## src/sv/bcgd_pkg.sv

```systemverilog
// ----------------------------------------------------------------------------
// bcgd_pkg
// Shared types and constants of the button chord and gesture decoder.
// ----------------------------------------------------------------------------
package bcgd_pkg;

	localparam int NUM_BTN     = 5;
	localparam int BTN_SENS_DN = 0;
	localparam int BTN_SENS_UP = 1;
	localparam int BTN_MODE    = 2;
	localparam int BTN_VOL_DN  = 3;
	localparam int BTN_VOL_UP  = 4;

	localparam logic [1:0] DOUBLE_CLICKS = 2'd2;
	localparam logic [1:0] TRIPLE_CLICKS = 2'd3;

	typedef enum logic [3:0] {
		EV_NONE,
		EV_SENS_DN,
		EV_SENS_UP,
		EV_MODE,
		EV_VOL_DN,
		EV_VOL_UP,
		EV_DUR_DN,
		EV_DUR_UP,
		EV_ROOT_DN,
		EV_ROOT_UP,
		EV_RAW_TOG,
		EV_MIDI_TOG,
		EV_BEND_TOG,
		EV_BANK_NEXT,
		EV_ENTER,
		EV_BACK
	} event_t;

	typedef enum logic [2:0] {
		CFG_DEBOUNCE,
		CFG_REP_DELAY,
		CFG_REP_PERIOD,
		CFG_LONG_HOLD,
		CFG_CLICK_WIN,
		CFG_CHORD_HOLD
	} cfg_idx_t;

	localparam event_t PLAIN_CODE [NUM_BTN] =
		'{EV_SENS_DN, EV_SENS_UP, EV_MODE, EV_VOL_DN, EV_VOL_UP};
	localparam event_t SHIFT_CODE [NUM_BTN] =
		'{EV_DUR_DN, EV_DUR_UP, EV_NONE, EV_ROOT_DN, EV_ROOT_UP};

	// signed wrapping (now - t) >= lim
	function automatic logic bcgd_reached(input logic [31:0] now, input logic [31:0] t,
		input logic [31:0] lim);
		logic [31:0] d;
		d = now - t;
		return !d[31] && (d >= lim);
	endfunction

	function automatic logic bcgd_in_chord(input int i, input logic sens_act,
		input logic vol_act);
		return (sens_act && i <= BTN_SENS_UP) || (vol_act && i >= BTN_VOL_DN);
	endfunction

endpackage

```

## src/sv/button_chord_gesture_decoder_unit.sv

```systemverilog
// ----------------------------------------------------------------------------
// button_chord_gesture_decoder_unit
// Debounces five buttons per scan and decodes one gesture event per scan.
// ----------------------------------------------------------------------------
//  channel   signals                             direction
//  in        in_valid/in_ready, raw_pressed,     scan beat into the block
//            now_us
//  out       out_valid/out_ready, event_code     one event beat per scan
//  cfg       cfg_we, cfg_idx, cfg_wdata          register write, no wait
//
//  a scan beat lands in the input register, and the decode that follows, once
//  the event register is free, writes the button state and the event register
//  together; one scan per cycle sustained while out_ready holds, set by the
//  single decode path between the input and event registers.
//  reset clears the valid flags and button state and loads the register defaults; no clearing pass.
//  a stalled event holds its register while the input register still takes
//  one more scan.
module button_chord_gesture_decoder_unit
	import bcgd_pkg::*;
(
	input  logic        clk,
	input  logic        arst_n,
	input  logic        in_valid,
	output logic        in_ready,
	input  logic [4:0]  raw_pressed,
	input  logic [31:0] now_us,
	output logic        out_valid,
	input  logic        out_ready,
	output logic [3:0]  event_code,
	input  logic        cfg_we,
	input  logic [2:0]  cfg_idx,
	input  logic [31:0] cfg_wdata
);

	// configuration
	logic [2:0]  debounce_q;
	logic [31:0] rep_delay_q, rep_period_q, click_win_q;
	logic [30:0] long_hold_q, chord_hold_q;

	// input stage
	logic        vld_s1;
	logic [4:0]  raw_s1;
	logic [31:0] now_s1;

	// event register
	logic        out_vld_q;
	logic [3:0]  event_q;

	// button state
	logic [NUM_BTN-1:0] stable_q, cand_q, act_done_q, long_done_q;
	logic [2:0]         run_q     [NUM_BTN];
	logic [31:0]        rep_due_q [NUM_BTN];
	logic [31:0]        press_t_q [NUM_BTN];
	logic               used_q, mode_long_q, pend_q;
	logic [31:0]        mode_t_q, deadline_q;
	logic [1:0]         cnt_q;
	logic               sens_act_q, sens_done_q, vol_act_q, vol_done_q;
	logic [31:0]        sens_t_q, vol_t_q;

	logic [NUM_BTN-1:0] stable_n, cand_n, act_done_n, long_done_n;
	logic [2:0]         run_n     [NUM_BTN];
	logic [31:0]        rep_due_n [NUM_BTN];
	logic [31:0]        press_t_n [NUM_BTN];
	logic               used_n, mode_long_n, pend_n;
	logic [31:0]        mode_t_n, deadline_n;
	logic [1:0]         cnt_n;
	logic               sens_act_n, sens_done_n, vol_act_n, vol_done_n;
	logic [31:0]        sens_t_n, vol_t_n;

	logic               advance;
	logic [NUM_BTN-1:0] pressed_ev, released_ev;
	logic [2:0]         need;
	logic               hit, mod;
	event_t             ev;

	assign advance   = vld_s1 && (!out_vld_q || out_ready);
	assign in_ready  = !vld_s1 || advance;
	assign out_valid = out_vld_q;
	assign event_code = event_q;

	always_comb begin
		stable_n    = stable_q;
		cand_n      = cand_q;
		act_done_n  = act_done_q;
		long_done_n = long_done_q;
		run_n       = run_q;
		rep_due_n   = rep_due_q;
		press_t_n   = press_t_q;
		used_n      = used_q;
		mode_long_n = mode_long_q;
		pend_n      = pend_q;
		mode_t_n    = mode_t_q;
		deadline_n  = deadline_q;
		cnt_n       = cnt_q;
		sens_act_n  = sens_act_q;
		sens_done_n = sens_done_q;
		vol_act_n   = vol_act_q;
		vol_done_n  = vol_done_q;
		sens_t_n    = sens_t_q;
		vol_t_n     = vol_t_q;
		pressed_ev  = '0;
		released_ev = '0;
		hit         = 1'b0;
		ev          = EV_NONE;
		need        = (debounce_q == 3'd0) ? 3'd1 : debounce_q;
		mod         = 1'b0;

		// debounce
		for (int i = 0; i < NUM_BTN; i++) begin
			if (raw_s1[i] != cand_q[i]) begin
				cand_n[i] = raw_s1[i];
				run_n[i]  = 3'd1;
			end else if (run_q[i] < need) begin
				run_n[i] = run_q[i] + 3'd1;
			end
			if (run_n[i] >= need && raw_s1[i] != stable_q[i]) begin
				stable_n[i] = raw_s1[i];
				if (raw_s1[i]) begin
					pressed_ev[i]  = 1'b1;
					rep_due_n[i]   = now_s1 + rep_delay_q;
					act_done_n[i]  = 1'b0;
					long_done_n[i] = 1'b0;
					press_t_n[i]   = now_s1;
				end else begin
					released_ev[i] = 1'b1;
				end
			end
		end
		mod = stable_n[BTN_MODE];

		if (pressed_ev[BTN_MODE]) begin
			used_n      = 1'b0;
			mode_long_n = 1'b0;
			mode_t_n    = now_s1;
		end

		// chord start
		if (!mod && !sens_act_n && stable_n[BTN_SENS_DN] && stable_n[BTN_SENS_UP]) begin
			sens_act_n  = 1'b1;
			sens_done_n = 1'b0;
			sens_t_n    = now_s1;
			act_done_n[BTN_SENS_DN] = 1'b1;
			act_done_n[BTN_SENS_UP] = 1'b1;
		end
		if (!mod && !vol_act_n && stable_n[BTN_VOL_DN] && stable_n[BTN_VOL_UP]) begin
			vol_act_n  = 1'b1;
			vol_done_n = 1'b0;
			vol_t_n    = now_s1;
			act_done_n[BTN_VOL_DN] = 1'b1;
			act_done_n[BTN_VOL_UP] = 1'b1;
		end

		// chord release, then chord hold
		if (sens_act_n && !stable_n[BTN_SENS_DN] && !stable_n[BTN_SENS_UP]) begin
			sens_act_n  = 1'b0;
			sens_done_n = 1'b0;
			hit         = 1'b1;
		end else if (vol_act_n && !stable_n[BTN_VOL_DN] && !stable_n[BTN_VOL_UP]) begin
			vol_act_n  = 1'b0;
			vol_done_n = 1'b0;
			hit        = 1'b1;
		end else if (sens_act_n && !sens_done_n &&
			bcgd_reached(now_s1, sens_t_n, {1'b0, chord_hold_q})) begin
			sens_done_n = 1'b1;
			hit         = 1'b1;
			ev          = EV_RAW_TOG;
		end else if (vol_act_n && !vol_done_n &&
			bcgd_reached(now_s1, vol_t_n, {1'b0, chord_hold_q})) begin
			vol_done_n = 1'b1;
			hit        = 1'b1;
			ev         = EV_MIDI_TOG;
		end

		// mode-modified press
		for (int i = 0; i < NUM_BTN; i++) begin
			if (!hit && i != BTN_MODE && pressed_ev[i] && mod &&
				!bcgd_in_chord(i, sens_act_n, vol_act_n)) begin
				used_n        = 1'b1;
				pend_n        = 1'b0;
				cnt_n         = 2'd0;
				act_done_n[i] = 1'b1;
				hit           = 1'b1;
				ev            = SHIFT_CODE[i];
			end
		end

		// mode click counting
		if (!hit && released_ev[BTN_MODE] && !used_n) begin
			if (pend_n && !bcgd_reached(deadline_n, now_s1, 32'd0))
				cnt_n = 2'd0;
			cnt_n = cnt_n + 2'd1;
			if (cnt_n >= TRIPLE_CLICKS) begin
				cnt_n  = 2'd0;
				pend_n = 1'b0;
				hit    = 1'b1;
				ev     = EV_MIDI_TOG;
			end else begin
				pend_n     = 1'b1;
				deadline_n = now_s1 + click_win_q;
			end
		end

		// deferred release action
		for (int i = 0; i < NUM_BTN; i++) begin
			if (!hit && released_ev[i] && i != BTN_MODE && !act_done_n[i] &&
				!bcgd_in_chord(i, sens_act_n, vol_act_n)) begin
				act_done_n[i] = 1'b1;
				hit           = 1'b1;
				ev            = PLAIN_CODE[i];
			end
		end

		// mode long hold
		if (!hit && mod && !used_n && !mode_long_n &&
			bcgd_reached(now_s1, mode_t_n, {1'b0, long_hold_q})) begin
			mode_long_n = 1'b1;
			used_n      = 1'b1;
			pend_n      = 1'b0;
			cnt_n       = 2'd0;
			hit         = 1'b1;
			ev          = EV_BEND_TOG;
		end

		// long hold of the sens buttons, then auto-repeat, per button in order
		for (int i = 0; i < NUM_BTN; i++) begin
			if (!hit && i <= BTN_SENS_UP && stable_n[i] && !long_done_n[i] &&
				bcgd_reached(now_s1, press_t_n[i], {1'b0, long_hold_q})) begin
				long_done_n[i] = 1'b1;
				hit            = 1'b1;
				ev             = (i == BTN_SENS_DN) ? EV_ENTER : EV_BACK;
			end
			if (!hit && stable_n[i] && i != BTN_MODE &&
				!bcgd_in_chord(i, sens_act_n, vol_act_n) &&
				bcgd_reached(now_s1, rep_due_n[i], 32'd0)) begin
				rep_due_n[i] = now_s1 + rep_period_q;
				if (mod) begin
					used_n = 1'b1;
					pend_n = 1'b0;
					cnt_n  = 2'd0;
				end
				act_done_n[i] = 1'b1;
				hit           = 1'b1;
				ev            = mod ? SHIFT_CODE[i] : PLAIN_CODE[i];
			end
		end

		// click window expired
		if (!hit && pend_n && !mod && bcgd_reached(now_s1, deadline_n, 32'd0)) begin
			ev     = (cnt_n == DOUBLE_CLICKS) ? EV_BANK_NEXT : EV_MODE;
			pend_n = 1'b0;
			cnt_n  = 2'd0;
			hit    = 1'b1;
		end
	end

	always_ff @(posedge clk or negedge arst_n) begin
		if (!arst_n) begin
			debounce_q   <= 3'd4;
			rep_delay_q  <= 32'd400000;
			rep_period_q <= 32'd120000;
			long_hold_q  <= 31'd900000;
			click_win_q  <= 32'd320000;
			chord_hold_q <= 31'd3000000;
		end else if (cfg_we) begin
			case (cfg_idx)
				CFG_DEBOUNCE:   debounce_q   <= cfg_wdata[2:0];
				CFG_REP_DELAY:  rep_delay_q  <= cfg_wdata;
				CFG_REP_PERIOD: rep_period_q <= cfg_wdata;
				CFG_LONG_HOLD:  long_hold_q  <= cfg_wdata[30:0];
				CFG_CLICK_WIN:  click_win_q  <= cfg_wdata;
				CFG_CHORD_HOLD: chord_hold_q <= cfg_wdata[30:0];
				default: ;
			endcase
		end
	end

	always_ff @(posedge clk or negedge arst_n) begin
		if (!arst_n) begin
			vld_s1 <= 1'b0;
		end else if (in_ready) begin
			vld_s1 <= in_valid;
		end
	end

	always_ff @(posedge clk) begin
		if (in_valid && in_ready) begin
			raw_s1 <= raw_pressed;
			now_s1 <= now_us;
		end
	end

	always_ff @(posedge clk or negedge arst_n) begin
		if (!arst_n) begin
			out_vld_q <= 1'b0;
		end else if (advance) begin
			out_vld_q <= 1'b1;
		end else if (out_ready) begin
			out_vld_q <= 1'b0;
		end
	end

	always_ff @(posedge clk) begin
		if (advance)
			event_q <= ev;
	end

	always_ff @(posedge clk or negedge arst_n) begin
		if (!arst_n) begin
			stable_q    <= '0;
			cand_q      <= '0;
			act_done_q  <= '0;
			long_done_q <= '0;
			for (int i = 0; i < NUM_BTN; i++) begin
				run_q[i]     <= 3'd0;
				rep_due_q[i] <= 32'd0;
				press_t_q[i] <= 32'd0;
			end
			used_q      <= 1'b0;
			mode_long_q <= 1'b0;
			pend_q      <= 1'b0;
			mode_t_q    <= 32'd0;
			deadline_q  <= 32'd0;
			cnt_q       <= 2'd0;
			sens_act_q  <= 1'b0;
			sens_done_q <= 1'b0;
			vol_act_q   <= 1'b0;
			vol_done_q  <= 1'b0;
			sens_t_q    <= 32'd0;
			vol_t_q     <= 32'd0;
		end else if (advance) begin
			stable_q    <= stable_n;
			cand_q      <= cand_n;
			act_done_q  <= act_done_n;
			long_done_q <= long_done_n;
			run_q       <= run_n;
			rep_due_q   <= rep_due_n;
			press_t_q   <= press_t_n;
			used_q      <= used_n;
			mode_long_q <= mode_long_n;
			pend_q      <= pend_n;
			mode_t_q    <= mode_t_n;
			deadline_q  <= deadline_n;
			cnt_q       <= cnt_n;
			sens_act_q  <= sens_act_n;
			sens_done_q <= sens_done_n;
			vol_act_q   <= vol_act_n;
			vol_done_q  <= vol_done_n;
			sens_t_q    <= sens_t_n;
			vol_t_q     <= vol_t_n;
		end
	end

endmodule

```

## config.mk

```make
export PLATFORM = sky130hd
export DESIGN_NAME = button_chord_gesture_decoder_unit
export DESIGN_NICKNAME = d
export VERILOG_FILES = /design/src/sv/bcgd_pkg.sv /design/src/sv/button_chord_gesture_decoder_unit.sv
export SDC_FILE = /design/constraint.sdc
export NUM_CORES = 2
export LEC_CHECK = 0
export ABC_AREA = 0
export BUFFER_PORTS_ARGS = -buffer_cell sky130_fd_sc_hd__buf_2
export CAP_MARGIN = 40
export CORE_MARGIN = 3
export CORE_UTILIZATION = 40
export DETAILED_ROUTE_END_ITERATION = 10
export PLACE_DENSITY = 0.52
export SETUP_SLACK_MARGIN = 0.02
export SLEW_MARGIN = 0
export SYNTH_ARGS = -nofsm -noshare
export SYNTH_HDL_FRONTEND = slang
export SYNTH_SLANG_ARGS = --single-unit
```

## constraint.sdc

```tcl
create_clock -name clk -period 13.8 [get_ports clk]
set_input_delay 0 -clock clk [delete_from_list [all_inputs] [get_ports clk]]
set_output_delay 0 -clock clk [all_outputs]
set_load 0.01 [all_outputs]
```

# [Word-level counts from Yosys, hierarchy flattened]
# Index checks and enable logic that the tools add are counted.
# W data, S select, Z words.
[totals] regBits=564 elab_cells=449 output_inout_bits=6
[classes] eq_ne=16 magnitude_cmp=22 muxes=199 n_addsub=20 reduce_logical=150
[ops] operator="$mux W32" count=21
[ops] operator="$sub A32 B32 Y32" count=11
[ops] operator="$ge A32 B1 Y1 const B" count=6
[ops] operator="$ge A32 B31 Y1" count=5
[ops] operator="$mux W1" count=120
[ops] operator="$mux W4" count=25
[ops] operator="$add A32 B32 Y32" count=3
[ops] operator="$logic_and A1 B1 Y1" count=84
[ops] operator="$logic_not A1 Y1" count=50
[ops] operator="$mux W2" count=20
[ops] operator="$mux W3" count=13
[ops] operator="$reduce_and A2 Y1" count=11
[ops] operator="$add A3 B1 Y3 const B" count=5
[ops] operator="$ge A3 B3 Y1" count=5
[ops] operator="$lt A3 B3 Y1" count=5
[ops] operator="$ne A1 B1 Y1" count=10
[ops] operator="$eq A3 B2 Y1 const B" count=2
[ops] operator="$eq A3 B3 Y1 const B" count=2
[ops] operator="$logic_not A3 Y1" count=2
[ops] operator="$eq A3 B1 Y1 const B" count=1
[ops] operator="$add A2 B1 Y2 const B" count=1
[ops] operator="$eq A2 B2 Y1 const B" count=1
[ops] operator="$ge A2 B2 Y1 const B" count=1
[ops] operator="$logic_or A1 B1 Y1" count=2
[ops] operator="$reduce_bool A2 Y1" count=1

# [Depth between registers and ports, before layout]
[depth] depth_word=110 depth_mapped=66 mapped_depth_nobuf=61

# [Least setup slack after synthesis]
# Ideal clock, no wire load.
[synth_path] kind="register to register" from="reg debounce_q[2]" to="reg event_q[1], in the netlist event_code[1] (data pin)" setup_time_ns=0.261 t_required_ns=13.539 n_path_buf=5 period_less_slack_ns=11.678 slack_ns=2.122 path_stages_with_launch=64 t_arrival_ns=11.417 cell_sequence="dfstp_2 inv_1 a21oi_1 o21ai_0 nand2b_1 a21oi_1 nand2_1 xor2_1 nor2_1 ha_1 nand2_1 o21ai_1 mux2_1 buf_2 or3_1 buf_2 clkbuf_1 o21ai_0 (+28 left out) buf_2 mux2i_1 ha_1 a21o_1 a21o_1 a21o_1 a21o_1 a21o_1 a21oi_1 nor2b_1 o21ai_0 a21oi_1 a211oi_1 nand3_1 o31a_1 xnor2_2 and2_4 mux2i_1"
[synth_lines] element="start, declared" line="button_chord_gesture_decoder_unit.sv:36" rtl="logic [2:0] debounce_q;"
[synth_lines] element="start signal, assigned" line="button_chord_gesture_decoder_unit.sv:266" rtl="CFG_DEBOUNCE: debounce_q <= cfg_wdata[2:0];"
[synth_lines] element="end signal, assigned" line="button_chord_gesture_decoder_unit.sv:304" rtl="event_q <= ev;"
[synth_lines] element="end, declared" line="button_chord_gesture_decoder_unit.sv:47" rtl="logic [3:0] event_q;"

==> out/results.tsv <==
stage	metric	value	unit
outcome	status	finished, final reports clean	
final_layout	layout cells sized above 1	11.0	%
setup_path	Max stage delay on crit path	600	ps
final_layout	Finished Core Util	45.6	%
synth	EDFF count, synth	41	
synth	Post-Syn Nets	5826	
die	# rows	123	
synth	Synth Warn #	0	
synth	Yosys reg bits	564	
drt	DRT Pass-1 Iters	5	
placement	placed insts	6629	
grt	largest net degree at the start of global routing	150	
setup_path	Arr. time, crit path	13430	ps
clock_network	clk buf depth	3	
die	Initial Util	40.4	%
die	Core ar.	113000	µm²
clock_network	CTS Buf Count	73	
power_and_ir_drop	Peak supply drop	0.000326	V
drt	WL/cell	23.9	µm
final_layout	fin nets	5986	
setup_path	CP max FO	15	
setup_path	worst setup path category	reg -> reg	
die	Die W	343	µm
timing	slew of the pin with the lowest slew margin	944	ps
timing	setup repair after global routing missed its margin	false	
final_layout	Finished Layout Cells	6848	
min_path	Min-Delay Path Class	in -> reg	
setup_path	Worst setup EP type	flop	
die	die area	118000	µm²
synth	Cell variety after synth	102	
timing	# setup viols final	0	
synth	largest area contributor in the netlist	dfrtp_1	
clock_network	clock sink count	564	
timing	slew margin rel.	36.2	%
grt	first-pass GRT wire length	246000	µm
timing	minimum clock period	12940	ps
setup_path	CP top delay family	compound AO/OA/AOI/OAI gates	
synth	Post-synth ARST share	92.7	%
timing	Fin Setup TNS	0	ps
clock_network	Clock transition at path regs	60	ps
drt	DRC Markers	0	
clock_network	CTS tree	done	
timing	f_max	0.0773	GHz
setup_path	most used cell, CP	a21oi_1	
power_and_ir_drop	total power divided by cell area	280	nW/µm²
placement	HPWL after DPL	120000	µm
drt	post-route ant nets	0	
die	IO Pins	83	
clock_network	Clock Tree Root	clkbuf_16	
synth	Avg Cell Area, Syn	8.87	µm²
setup_path	startpoint types	flop	
timing	pins over their slew limit	0	
timing	crit share post-route	93.8	%
final_layout	number of fill cells	11061	
run	max cap viols	0	
timing	final hold viol count	0	
final_layout	Syn-to-layout area delta	12.9	%
final_layout	most frequent cells in the layout	ha_1, nand2_1, dfrtp_1, a21oi_1, nor2_1	
synth	register area share after synthesis	31.6	%
setup_path	slowest CP cell	or3_2	
timing	Max Clock Skew	28.9	ps
grt	GRT Util Overall	27.7	%
die	Die Ht	343	µm
clock_network	CTS H-tree lvls	3	
synth	post-synth top area share	26.6	%
setup_path	WP data required	14290	ps
placement	# port buffers	82	
synth	Synth area leaders	dfrtp_1, ha_1, a21oi_1	
placement	routability cong.	0.901	
final_layout	leading cell type in the layout, fill and taps excluded	ha_1	
synth	Main synth FF type	dfrtp_1	
grt	vias in the first global route	38280	
drt	total number of vias	39068	
power_and_ir_drop	Lkg Pwr	23.0	nW
clock_network	clock latency on the worst-skew pair	660	ps
setup_path	Crit path buffers/inverters	3	
synth	post-synth design cell area	45500	µm²
grt	initial antenna violation count	11	
drt	Vias per Instance	5.71	
synth	Post-Syn Instances	5128	
timing	Hold Slack	51.6	ps
grt	Remaining Overflow, GRT	0	
drt	initial DRC count	2943	
drt	drt total wl	164000	µm
## cells in the mapped netlist (114+ instances only)
cell type,n
xnor2_1,173
a21oi_1,468
inv_1,147
dfrtp_1,483
nor2_1,460
clkbuf_1,137
ha_1,613
mux2i_1,114
mux2_2,175
nand2_1,491
a21o_1,191
o21ai_0,421
## power by group
group,leakage (nW),switching [mW],internal (mW),total [mW]
clock,1.16,0.818,1.14,1.96
combinational,15.0,5.90,3.87,9.77
sequential,6.87,0.353,2.27,2.63
## metrics by stage
step | area [µm²] | setup WS (ps) | power (mW)
global route | 51400 | 57.7 | 15.6
finish | 51400 | 861 | 14.4
floorplan | 45500 | 2120 | 9.43
detailed placement | 48100 | 335 | 12.2
global placement | 47800 | 511 | 12.1
CTS | 51300 | 231 | 14.3
## repair_timing
action | in CTS | in global routing
endpoints found under the setup margin | 0 | 7
hold endpoints to repair | 286 | 0
setup buffers | 0 | 5
gates resized for setup | 0 | 8
hold buffers | 79 | 0
## sequential cells by signal, summed over array words and instances, names as in the netlist, 2 cells and up
name	flops
act_done_q	4
rep_period_q	32
event_code	4
long_done_q	2
press_t_q	64
cnt_q	2
rep_delay_q	32
click_win_q	32
raw_s1	5
run_q	15
long_hold_q	31
deadline_q	32
vol_t_q	32
sens_t_q	32
chord_hold_q	31
rep_due_q	128
stable_q	5
now_s1	32
mode_t_q	32
debounce_q	3
cand_q	5
## cell families (layout without fill, tap and decap cells)
| kind of cell | after synthesis | count (layout) | synth area share [%] |
|---|---|---|---|
| flip-flops | 564 | 564 | 31.6 |
| adder cells (fa/ha/maj) | 621 | 621 | 17.2 |
| XOR/XNOR | 250 | 250 | 4.85 |
| buffers and inverters | 372 | 589 | 3.19 |
| AND/OR/NAND/NOR | 1449 | 1449 | 14.6 |
| AO/OA/AOI/OAI | 1542 | 1542 | 20.7 |
| other | 0 | 3 | 0 |
| multiplexers | 330 | 330 | 7.87 |
## final cells by class
| cell class | count | area, µm² | share of cell area [%] |
|---|---|---|---|
| well taps | 1500 | 1880 | 3.65 |
| inverters | 177 | 664 | 1.29 |
| diodes | 3 | 7.51 | 0.0146 |
| clock buffers | 110 | 2140 | 4.16 |
| multi-input cells | 4192 | 29800 | 58.0 |
| repair buffers | 280 | 2290 | 4.45 |
| flip-flops and latches | 564 | 14400 | 28.0 |
| clock inverters | 22 | 238 | 0.463 |
## worst paths after layout
kind | slack (ps) | endpoint | from | cells past startpoint
max | 860 | event_code[1] | debounce_q[1] | 59
min | 50 | now_s1[4] | now_us[4] | 2
max reg2reg | 860 | event_code[1] | debounce_q[1] | 59
min reg2reg | 480 | vol_t_q[0] | vol_t_q[0] | 2
max in group asynchronous | 11560 | rep_due_q[97] | arst_n | 6
min in group asynchronous | 470 | press_t_q[112] | arst_n | 3
## layer usage
layer,wire length [µm],global-route usage [%],vias up
met1,74800,37.2,18942
li1,-,-,18940
met4,5960,9.18,2
met5,17,0,-
met2,76000,46.1,930
met3,7070,3.23,254
Power figures use the tool's default switching activity.
